## src/hw/rtl/lrr_pkg.sv

```systemverilog
// types and constants of the link reconnect retry block
`default_nettype none

package lrr_pkg;

    // configuration port geometry
    localparam int CFG_IDX_W  = 3;
    localparam int CFG_DATA_W = 16;

    // configuration register indexes
    localparam logic [CFG_IDX_W-1:0] CFG_LINK_ENABLED        = 3'd0;
    localparam logic [CFG_IDX_W-1:0] CFG_RETRY_INTERVAL      = 3'd1;
    localparam logic [CFG_IDX_W-1:0] CFG_MAX_RETRIES         = 3'd2;
    localparam logic [CFG_IDX_W-1:0] CFG_AP_FALLBACK         = 3'd3;
    localparam logic [CFG_IDX_W-1:0] CFG_CREDENTIALS_PRESENT = 3'd4;

    // configuration reset values
    localparam logic [15:0] RETRY_INTERVAL_RST = 16'd10;
    localparam logic [7:0]  MAX_RETRIES_RST    = 8'd5;

    // saturation value of the seconds counter
    localparam logic [15:0] SECS_MAX = 16'hFFFF;

    typedef enum logic [2:0] {
        MODE_DISABLED     = 3'd0,
        MODE_DISCONNECTED = 3'd1,
        MODE_CONNECTING   = 3'd2,
        MODE_CONNECTED    = 3'd3,
        MODE_AP           = 3'd4
    } mode_t;

    typedef enum logic [2:0] {
        REQ_TICK          = 3'd0,
        REQ_CONNECT_NOW   = 3'd1,
        REQ_DISCONNECT    = 3'd2,
        REQ_LINK_LOST     = 3'd3,
        REQ_RESET_RETRIES = 3'd4,
        REQ_ENABLE        = 3'd5
    } req_t;

    typedef struct packed {
        logic        link_enabled;
        logic [15:0] retry_interval;
        logic [7:0]  max_retries;
        logic        ap_fallback;
        logic        credentials_present;
    } cfg_t;

    typedef struct packed {
        mode_t       mode;
        logic [15:0] secs;
        logic [7:0]  retries;
    } state_t;

    typedef struct packed {
        logic [2:0] req_type;
        logic       enable_value;
        logic       link_up;
        logic       attempt_ok;
    } in_item_t;

    typedef struct packed {
        mode_t      mode;
        logic       connected;
        logic       attempt_issued;
        logic       connect_result;
        logic       start_access_point;
        logic       radio_off;
        logic [7:0] retries_used;
    } res_t;

endpackage

`default_nettype wire

```

## src/hw/rtl/lrr_cfg_regs.sv

```systemverilog
// configuration register file of the link reconnect retry block
`default_nettype none

module lrr_cfg_regs (
    input  wire logic                           clk,
    input  wire logic                           rst_n,
    input  wire logic                           cfg_we,
    input  wire logic [lrr_pkg::CFG_IDX_W-1:0]  cfg_index,
    input  wire logic [lrr_pkg::CFG_DATA_W-1:0] cfg_data,
    output lrr_pkg::cfg_t                       cfg
);
    import lrr_pkg::*;

    cfg_t cfg_reg;

    // register writes, no read-back
    always_ff @(posedge clk or negedge rst_n)
    begin
        if (!rst_n)
        begin
            cfg_reg.link_enabled        <= 1'b0;
            cfg_reg.retry_interval      <= RETRY_INTERVAL_RST;
            cfg_reg.max_retries         <= MAX_RETRIES_RST;
            cfg_reg.ap_fallback         <= 1'b0;
            cfg_reg.credentials_present <= 1'b0;
        end
        else if (cfg_we)
        begin
            case (cfg_index)
                CFG_LINK_ENABLED:        cfg_reg.link_enabled        <= cfg_data[0];
                CFG_RETRY_INTERVAL:      cfg_reg.retry_interval      <= cfg_data[15:0];
                CFG_MAX_RETRIES:         cfg_reg.max_retries         <= cfg_data[7:0];
                CFG_AP_FALLBACK:         cfg_reg.ap_fallback         <= cfg_data[0];
                CFG_CREDENTIALS_PRESENT: cfg_reg.credentials_present <= cfg_data[0];
                default:
                begin
                end
            endcase
        end
    end

    assign cfg = cfg_reg;

endmodule

`default_nettype wire

```

## src/hw/rtl/lrr_step.sv

```systemverilog
// next state and result for one request
`default_nettype none

module lrr_step (
    input  wire lrr_pkg::cfg_t     cfg,
    input  wire lrr_pkg::state_t   st,
    input  wire lrr_pkg::in_item_t item,
    output lrr_pkg::state_t        st_next,
    output lrr_pkg::res_t          res
);
    import lrr_pkg::*;

    always_comb
    begin
        mode_t       md;
        logic [15:0] secs;
        logic [7:0]  rc;
        logic        issued;
        logic        result;
        logic        start_ap;
        logic        off;

        md       = st.mode;
        secs     = st.secs;
        rc       = st.retries;
        issued   = 1'b0;
        result   = 1'b0;
        start_ap = 1'b0;
        off      = 1'b0;

        case (req_t'(item.req_type))
            REQ_TICK:
            begin
                if (!cfg.link_enabled)
                begin
                    md = MODE_DISABLED;
                end
                else
                begin
                    // dropped link seen on a tick
                    if (md == MODE_CONNECTED && !item.link_up)
                    begin
                        md   = MODE_DISCONNECTED;
                        secs = cfg.retry_interval;
                    end
                    if (!(md inside {MODE_AP, MODE_CONNECTED}))
                    begin
                        if (secs != SECS_MAX)
                            secs = secs + 16'd1;
                        // retry interval elapsed
                        if (cfg.credentials_present && secs >= cfg.retry_interval)
                        begin
                            secs = '0;
                            if (rc >= cfg.max_retries)
                            begin
                                if (cfg.ap_fallback)
                                begin
                                    start_ap = 1'b1;
                                    md       = MODE_AP;
                                end
                            end
                            else
                            begin
                                rc     = rc + 8'd1;
                                issued = 1'b1;
                                if (item.attempt_ok)
                                begin
                                    md     = MODE_CONNECTED;
                                    result = 1'b1;
                                    rc     = '0;
                                end
                                else
                                begin
                                    md = MODE_DISCONNECTED;
                                end
                            end
                        end
                    end
                end
            end
            REQ_CONNECT_NOW:
            begin
                if (!cfg.link_enabled)
                begin
                    md = MODE_DISABLED;
                end
                else if (!cfg.credentials_present)
                begin
                    md = MODE_DISCONNECTED;
                end
                else
                begin
                    issued = 1'b1;
                    if (item.attempt_ok)
                    begin
                        md     = MODE_CONNECTED;
                        secs   = '0;
                        result = 1'b1;
                    end
                    else
                    begin
                        md = MODE_DISCONNECTED;
                    end
                end
            end
            REQ_DISCONNECT:
            begin
                md = MODE_DISCONNECTED;
            end
            REQ_LINK_LOST:
            begin
                if (!(md inside {MODE_DISABLED, MODE_AP}))
                begin
                    md   = MODE_DISCONNECTED;
                    secs = cfg.retry_interval;
                end
            end
            REQ_RESET_RETRIES:
            begin
                rc   = '0;
                secs = '0;
            end
            REQ_ENABLE:
            begin
                if (item.enable_value)
                begin
                    if (cfg.link_enabled && md == MODE_DISABLED)
                        md = MODE_DISCONNECTED;
                end
                else
                begin
                    md  = MODE_DISABLED;
                    off = 1'b1;
                end
            end
            default:
            begin
            end
        endcase

        st_next.mode    = md;
        st_next.secs    = secs;
        st_next.retries = rc;

        res.mode               = md;
        res.connected          = (md == MODE_CONNECTED) && item.link_up;
        res.attempt_issued     = issued;
        res.connect_result     = result;
        res.start_access_point = start_ap;
        res.radio_off          = off;
        res.retries_used       = rc;
    end

endmodule

`default_nettype wire

```

## src/hw/rtl/link_reconnect_retry_fsm.sv

```systemverilog
// top level of the link reconnect retry block
//
//  channel   direction  handshake           payload
//  request   in         in_valid/in_ready   req_type enable_value link_up attempt_ok
//  result    out        out_valid/out_ready mode connected attempt_issued connect_result
//                                           start_access_point radio_off retries_used
//  config    in         cfg_we              cfg_index cfg_data
//
// one request per cycle while the result side is not stalled; a request passes through
// the request register, then the result register
// the link state is updated as a request moves from the request register
// into the result register, so back to back requests see each other's effect
// a stalled result holds the request register; it still takes one more request
// asynchronous active-low reset restores the link state and register defaults
`default_nettype none

module link_reconnect_retry_fsm (
    input  wire logic                           clk,
    input  wire logic                           rst_n,
    input  wire logic                           in_valid,
    output logic                                in_ready,
    input  wire logic [2:0]                     req_type,
    input  wire logic                           enable_value,
    input  wire logic                           link_up,
    input  wire logic                           attempt_ok,
    output logic                                out_valid,
    input  wire logic                           out_ready,
    output logic [2:0]                          mode,
    output logic                                connected,
    output logic                                attempt_issued,
    output logic                                connect_result,
    output logic                                start_access_point,
    output logic                                radio_off,
    output logic [7:0]                          retries_used,
    input  wire logic                           cfg_we,
    input  wire logic [lrr_pkg::CFG_IDX_W-1:0]  cfg_index,
    input  wire logic [lrr_pkg::CFG_DATA_W-1:0] cfg_data
);
    import lrr_pkg::*;

    cfg_t     cfg;
    state_t   state_reg;
    state_t   state_next;
    in_item_t item_reg;
    logic     item_valid_reg;
    res_t     res_reg;
    res_t     res_next;
    logic     out_valid_reg;
    logic     advance;

    lrr_cfg_regs u_cfg (
        .clk       (clk),
        .rst_n     (rst_n),
        .cfg_we    (cfg_we),
        .cfg_index (cfg_index),
        .cfg_data  (cfg_data),
        .cfg       (cfg)
    );

    lrr_step u_step (
        .cfg     (cfg),
        .st      (state_reg),
        .item    (item_reg),
        .st_next (state_next),
        .res     (res_next)
    );

    // flow control between the two register stages
    assign advance  = item_valid_reg && (!out_valid_reg || out_ready);
    assign in_ready = !item_valid_reg || advance;

    // request register
    always_ff @(posedge clk or negedge rst_n)
    begin
        if (!rst_n)
            item_valid_reg <= 1'b0;
        else if (in_ready)
            item_valid_reg <= in_valid;
    end

    always_ff @(posedge clk)
    begin
        if (in_ready && in_valid)
        begin
            item_reg.req_type     <= req_type;
            item_reg.enable_value <= enable_value;
            item_reg.link_up      <= link_up;
            item_reg.attempt_ok   <= attempt_ok;
        end
    end

    // link state
    always_ff @(posedge clk or negedge rst_n)
    begin
        if (!rst_n)
        begin
            state_reg.mode    <= MODE_DISABLED;
            state_reg.secs    <= '0;
            state_reg.retries <= '0;
        end
        else if (advance)
        begin
            state_reg <= state_next;
        end
    end

    // result register
    always_ff @(posedge clk or negedge rst_n)
    begin
        if (!rst_n)
            out_valid_reg <= 1'b0;
        else if (advance)
            out_valid_reg <= 1'b1;
        else if (out_ready)
            out_valid_reg <= 1'b0;
    end

    always_ff @(posedge clk)
    begin
        if (advance)
            res_reg <= res_next;
    end

    // result ports
    assign out_valid          = out_valid_reg;
    assign mode               = res_reg.mode;
    assign connected          = res_reg.connected;
    assign attempt_issued     = res_reg.attempt_issued;
    assign connect_result     = res_reg.connect_result;
    assign start_access_point = res_reg.start_access_point;
    assign radio_off          = res_reg.radio_off;
    assign retries_used       = res_reg.retries_used;

endmodule

`default_nettype wire

```

## config.mk

```make
export PLATFORM = sky130hd
export DESIGN_NAME = link_reconnect_retry_fsm
export DESIGN_NICKNAME = d
export VERILOG_FILES = /design/src/hw/rtl/lrr_pkg.sv /design/src/hw/rtl/lrr_cfg_regs.sv /design/src/hw/rtl/lrr_step.sv /design/src/hw/rtl/link_reconnect_retry_fsm.sv
export SDC_FILE = /design/constraint.sdc
export NUM_CORES = 1
export LEC_CHECK = 0
export BUFFER_PORTS_ARGS = -buffer_cell sky130_fd_sc_hd__buf_2
export CAP_MARGIN = 0
export CORE_ASPECT_RATIO = 1.25
export CORE_MARGIN = 3
export CORE_UTILIZATION = 55
export CTS_CLUSTER_DIAMETER = 100
export DETAILED_ROUTE_END_ITERATION = 7
export PLACE_DENSITY = 0.83
export SLEW_MARGIN = 20
export SYNTH_ARGS = -nofsm -noshare
export SYNTH_HDL_FRONTEND = slang
export SYNTH_SLANG_ARGS = --single-unit
```

## constraint.sdc

```tcl
create_clock -name clk -period 7.6 [get_ports clk]
set_input_delay 0.76 -clock clk [delete_from_list [all_inputs] [get_ports clk]]
set_output_delay 0.76 -clock clk [all_outputs]
set_load 0.05 [all_outputs]
```

# == Word-level counts from Yosys, hierarchy flattened ==
# Cells that the tools add are included.
# op_classes
n_addsub,2
order_cmp,2
n_eq_ne,20
muxes,55
n_bitwise,4
reduce_logical,25
# ops
operator,count
$mux W16,14
$pmux W16 S4,1
$mux W8,5
$mux W3,13
$eq A3 B2 Y1 const B,7
$mux W1,17
$add A16 B1 Y16 const B,1
$ge A16 B16 Y1,1
$ne A16 B16 Y1 const B,1
$pmux W8 S2,1
$eq A3 B3 Y1 const B,5
$pmux W3 S5,1
$ne A2 B2 Y1 const B,5
$reduce_and A2 Y1,5
$logic_not A3 Y1,3
$add A8 B1 Y8 const B,1
$ge A8 B8 Y1,1
$reduce_and A7 Y1,1
$eq A3 B1 Y1 const B,2
$logic_and A1 B1 Y1,6
$reduce_bool A2 Y1,3
$reduce_or A5 Y1,1
$not A1 Y1,4
$pmux W1 S2,2
other kinds (4),7
# word_totals
register_bits,78
input_bits,30
wordCells,129

# == Depth between registers and ports, before layout ==
# logic_depth
word_depth,18
ltp_mapped,22

# == Cells and area by module ==
# From an unflattened synthesis, not the netlist that was laid out.
# hier_totals
cells_unflattened,551
hier_area_um2,5530.3
# by_module_without_submodules
mod,n_inst,cells_per_inst,area_each_um2,seq_area_each_um2
lrr_step,1,402,2580.0,0.0
link_reconnect_retry_fsm,1,87,1839.3,1386.3
lrr_cfg_regs,1,62,1111.1,680.7

# == Worst setup path before layout ==
# OpenSTA, ideal clock, no wires.
# synth_path
kind,register to register
from,register state_reg[24] (netlist name)
to,"register res_reg (netlist bit retries_used[4]), data pin"
setup_ns,0.261
arrival_time_ns,5.164
required_ns,7.339
setup_slack_ns,2.176
path_stages_with_launch,22
path_buffers,4
synth_period_minus_slack_ns,5.424
cell_sequence,dfrtp_1 > clkbuf_1 > nor4bb_1 > buf_2 > buf_1 > nand2_1 > nand2_1 > ha_1 > nand3_1 > nor4b_1 > o22ai_1 > clkbuf_1 > nand3_1 > xor2_1 > ha_1 > nand4_1 > or4_1 > o32a_2 > a2111oi_4 > o21ai_1 > and3_1 > a221o_1
# synth_rtl
element,line_no,source
"start, declared",link_reconnect_retry_fsm.sv:42,state_t state_reg;
"start signal, assigned",link_reconnect_retry_fsm.sv:103,state_reg <= state_next;
"end signal, assigned",link_reconnect_retry_fsm.sv:121,res_reg <= res_next;
"end, declared",link_reconnect_retry_fsm.sv:46,res_t res_reg;

==> impl_metrics.prom <==
# TYPE chip_impl_metric gauge
chip_impl_info{name="run_status",value="finished clean"} 1
chip_impl_metric{name="vias_in_the_first_global_route",unit=""} 4474
chip_impl_metric{name="cts_post_setup_buffers_inserted",unit=""} 0
chip_impl_metric{name="routed_wl",unit="um"} 13100
chip_impl_metric{name="worst-slew-pin-transition",unit="ps"} 994
chip_impl_metric{name="leakagePower",unit="nW"} 2.43
chip_impl_metric{name="finish.cell_count_without_fillers",unit=""} 733
chip_impl_metric{name="synth_fp_nets",unit=""} 626
chip_impl_metric{name="power",unit="mW"} 1.45
chip_impl_metric{name="final-hold-violation-count",unit=""} 0
chip_impl_metric{name="grt_util_met3",unit="%"} 4.32
chip_impl_metric{name="power_density",unit="mW/mm^2"} 259
chip_impl_metric{name="cts_made_buffers",unit=""} 9
chip_impl_metric{name="tns",unit="ps"} 0
chip_impl_info{name="tritoncts",value="done"} 1
chip_impl_metric{name="synth.distinct_cells",unit=""} 73
chip_impl_info{name="path_cells",value="nor4bb_2, buf_4, nand2_1, nand2_1, ha_1, nand3_1, nor4b_1, o22ai_1, buf_4, nand3_1, xor2_1, mux2i_1, ha_1, nand2_1, or4_1, o32a_2, a2111oi_4, and2_2, o21ai_0, a21o_1"} 1
chip_impl_info{name="cpLargestDelayFamily",value="simple AND/OR/NAND/NOR gates"} 1
chip_impl_metric{name="syn_area",unit="mm^2"} 0.00507
chip_impl_metric{name="wl_per_cell",unit="um"} 17.9
chip_impl_metric{name="fp.dieArea",unit="mm^2"} 0.0104
chip_impl_metric{name="cts.sinks",unit=""} 78
chip_impl_metric{name="ys_ff_latch",unit=""} 78
chip_impl_metric{name="grt_max_degree",unit=""} 57
chip_impl_metric{name="drive_above_1_share",unit="%"} 15.5
chip_impl_metric{name="worst_setup_hold_path_clk_slew",unit="ps"} 80
chip_impl_metric{name="drc_errors",unit=""} 0
chip_impl_metric{name="ios",unit=""} 48
chip_impl_metric{name="final_period_minus_worst_setup_slack",unit="ps"} 6070
chip_impl_metric{name="post_cts_resized",unit=""} 0
chip_impl_metric{name="worst_ep_required_time",unit="ps"} 7730
chip_impl_metric{name="grt_pass1_wl",unit="um"} 21700
chip_impl_metric{name="placedInstanceArea",unit="mm^2"} 0.00540
chip_impl_metric{name="antenna_left",unit=""} 0
chip_impl_metric{name="grtUsageMet1",unit="%"} 30.7
chip_impl_metric{name="place_inst",unit=""} 717
chip_impl_metric{name="clk-insertion-delay-late",unit="ps"} 370
chip_impl_metric{name="synth_sequential_area_ratio",unit="%"} 40.8
chip_impl_metric{name="finalClockSkew",unit="ps"} 8.16
chip_impl_metric{name="globalRouteOverflowTotal",unit=""} 0
chip_impl_metric{name="firstDrtPassIters",unit=""} 6
chip_impl_metric{name="placement_rows",unit=""} 38
chip_impl_metric{name="fmax",unit="MHz"} 165
chip_impl_metric{name="ir_drop",unit="mV"} 0.133
chip_impl_metric{name="antennaDiodeCount",unit=""} 0
chip_impl_metric{name="grtUsageTotal",unit="%"} 26.2
chip_impl_metric{name="port-buffer-count",unit=""} 47
chip_impl_metric{name="detailed_place_hpwl",unit="um"} 9710
chip_impl_info{name="hp-class",value="flop to flop"} 1
chip_impl_metric{name="critical-path-max-stage-delay",unit="ps"} 860
chip_impl_metric{name="synth_enable_flop_cells",unit=""} 22
chip_impl_metric{name="final.period_utilization",unit="%"} 79.9
chip_impl_metric{name="slew-limit-headroom",unit="%"} 33.7
chip_impl_metric{name="final-max-slew-violation-count",unit=""} 0
chip_impl_metric{name="num_vias",unit=""} 4551
chip_impl_metric{name="clockBufferDepth",unit=""} 2
chip_impl_metric{name="gpl.final_weighted_congestion",unit=""} 0.951
chip_impl_metric{name="stdcell_area",unit="mm^2"} 0.00560
chip_impl_metric{name="timing.critical_path.fanout_max",unit=""} 18
chip_impl_info{name="rsz0062_at_grt",value="no"} 1
chip_impl_metric{name="floorplan.core_area",unit="mm^2"} 0.00884
chip_impl_info{name="critPathKind",value="flop to flop"} 1
chip_impl_metric{name="post_synth.cell_area_avg",unit="um^2"} 8.89
chip_impl_metric{name="timing.max_cap.violations",unit=""} 0
chip_impl_metric{name="netlist_instances",unit=""} 570
chip_impl_metric{name="antenna_found_initial",unit=""} 0
chip_impl_metric{name="hold_slack",unit="ps"} 500
chip_impl_metric{name="initialDrtViolationCount",unit=""} 298
chip_impl_info{name="most_prevalent_standard_cell_on_the_critical_path",value="nand2_1"} 1
chip_impl_info{name="global_route.peak_usage_layer",value="met2"} 1
chip_impl_metric{name="number_of_hold_buffers_added_after_cts",unit=""} 0
chip_impl_metric{name="finalSetupViolCount",unit=""} 0
chip_impl_metric{name="areaGrowthSynthToFinish",unit="%"} 10.5
chip_impl_metric{name="cts_htree_levels",unit=""} 3
chip_impl_metric{name="gr-usage-met2",unit="%"} 46.1
chip_impl_info{name="cp-start-kind",value="flop"} 1
chip_impl_info{name="dominantRegCellSynth",value="dfrtp_1"} 1
chip_impl_info{name="timing.critical_path.to_type",value="flop"} 1
chip_impl_metric{name="ys.warnings.count",unit=""} 0
chip_impl_metric{name="chipWidth",unit="um"} 91.9
chip_impl_metric{name="critPathArrivalTime",unit="ps"} 6200
chip_impl_metric{name="chipHeight",unit="um"} 113
chip_impl_info{name="timing.critical_path.slowest_stage_cell",value="a2111oi_4"} 1
chip_impl_info{name="root_buffer_selected_by_cts",value="clkbuf_8"} 1
chip_impl_metric{name="final_net_count",unit=""} 664
chip_impl_metric{name="synth_async_sr_flop_share",unit="%"} 71.8
chip_impl_metric{name="route.detailed.vias_per_inst",unit=""} 6.21
chip_impl_metric{name="cp_num_buf_inv",unit=""} 2
chip_impl_metric{name="initial_core_utilization",unit="%"} 57.3
metrics by stage:
stage                     utilization (%)  setup slack [ps]
final                                63.3              1530
after global routing                 63.3               993
after CTS                            63.3              1620
after detailed placement             61.1              1640
after global placement               61.0              1890
after floorplan                         -              2180
cell usage after synthesis (4+ instances only):
master | count | area [um^2]
mux2_2 | 8 | 90.1
dfstp_2 | 4 | 105
nand3_1 | 24 | 120
mux2i_1 | 10 | 100
edfxtp_1 | 22 | 661
nand2b_1 | 9 | 56.3
xor2_1 | 7 | 61.3
nor2_1 | 28 | 105
ha_1 | 26 | 325
and3_1 | 8 | 50.1
a211oi_1 | 4 | 30.0
nand2_1 | 85 | 319
o21a_1 | 4 | 30.0
buf_1 | 5 | 18.8
nor4_1 | 8 | 50.1
nand4_1 | 6 | 37.5
a22o_1 | 12 | 105
a21o_1 | 12 | 90.1
inv_1 | 29 | 109
o21ai_0 | 55 | 275
o31ai_1 | 6 | 45.0
xnor2_1 | 5 | 43.8
clkbuf_1 | 17 | 63.8
nor3_1 | 15 | 75.1
a21oi_1 | 34 | 170
and2_1 | 4 | 25.0
dfrtp_1 | 52 | 1300
power by group:
part	internal (mW)	total (mW)	switching (mW)
clock network	0.160	0.320	0.161
registers	0.517	0.603	0.0865
logic	0.205	0.525	0.320
cell families (layout without fill, tap and decap cells):
logic type / count (synthesis) / after routing / share of synthesized area, %
mux: 18 / 18 / 3.75
buf+inv: 54 / 97 / 4.17
simple gates: 212 / 212 / 20.6
flops: 78 / 78 / 40.8
xor+xnor: 12 / 12 / 2.07
fa+ha+maj: 26 / 26 / 6.42
compound gates: 170 / 170 / 22.3
cell usage in the layout (no fill, tap or decap), types with 4 or more instances in the layout:
cell and count:
o21ai_0 55, o21a_1 4, clkbuf_8 10, mux2i_1 10, edfxtp_1 22, dfrtp_1 52, a21o_1 12, nand3_1 24
and3_1 8, xnor2_1 5, ha_1 26, nand2_1 85, a21oi_1 34, nor3_1 13, nor2_1 28, nand4_1 6
nand2b_1 9, buf_4 4, nor4_1 8, o31ai_1 6, dfstp_2 4, buf_2 47, a211oi_1 4, inv_1 29
a22o_1 12, mux2_2 8, xor2_1 7, and2_1 4
area by class of cell:
cell class / instances / area (um^2)
inverter: 30 / 113
clock inverter: 6 / 60.1
timing repair buffer: 51 / 265
sequential: 78 / 2070
clock buffer: 10 / 138
fill: 774 / 3240
tap: 120 / 150
multi-input combinational: 438 / 2810
per-layer routing:
| layer | share of wire, % | vias up | wire (um) |
|---|---|---|---|
| met1 | 39 | 2154 | 5090 |
| met4 | 3.7 | 0 | 481 |
| met2 | 52 | 196 | 6830 |
| li1 | - | 2160 | - |
| met5 | 0 | - | 0 |
| met3 | 5.7 | 41 | 743 |
worst paths after layout:
kind,startpoint,end,slack [ps],depth (start not counted)
worst min register to register,item_valid_reg$_DFFE_PN0N_,out_valid$_DFFE_PN0P_,500,1
min in group asynchronous,rst_n,u_cfg.cfg[17]$_DFFE_PN0P_,540,2
worst min-delay path,item_valid_reg$_DFFE_PN0N_,out_valid$_DFFE_PN0P_,500,1
worst max-delay path,state_reg[24]$_DFFE_PN0P_,retries_used[3]$_DFFE_PP_,1530,20
max in group asynchronous,rst_n,state_reg[26]$_DFFE_PN0P_,6580,2
worst max register to register,state_reg[24]$_DFFE_PN0P_,retries_used[3]$_DFFE_PP_,1530,20
(Power assumes the default switching activity.)
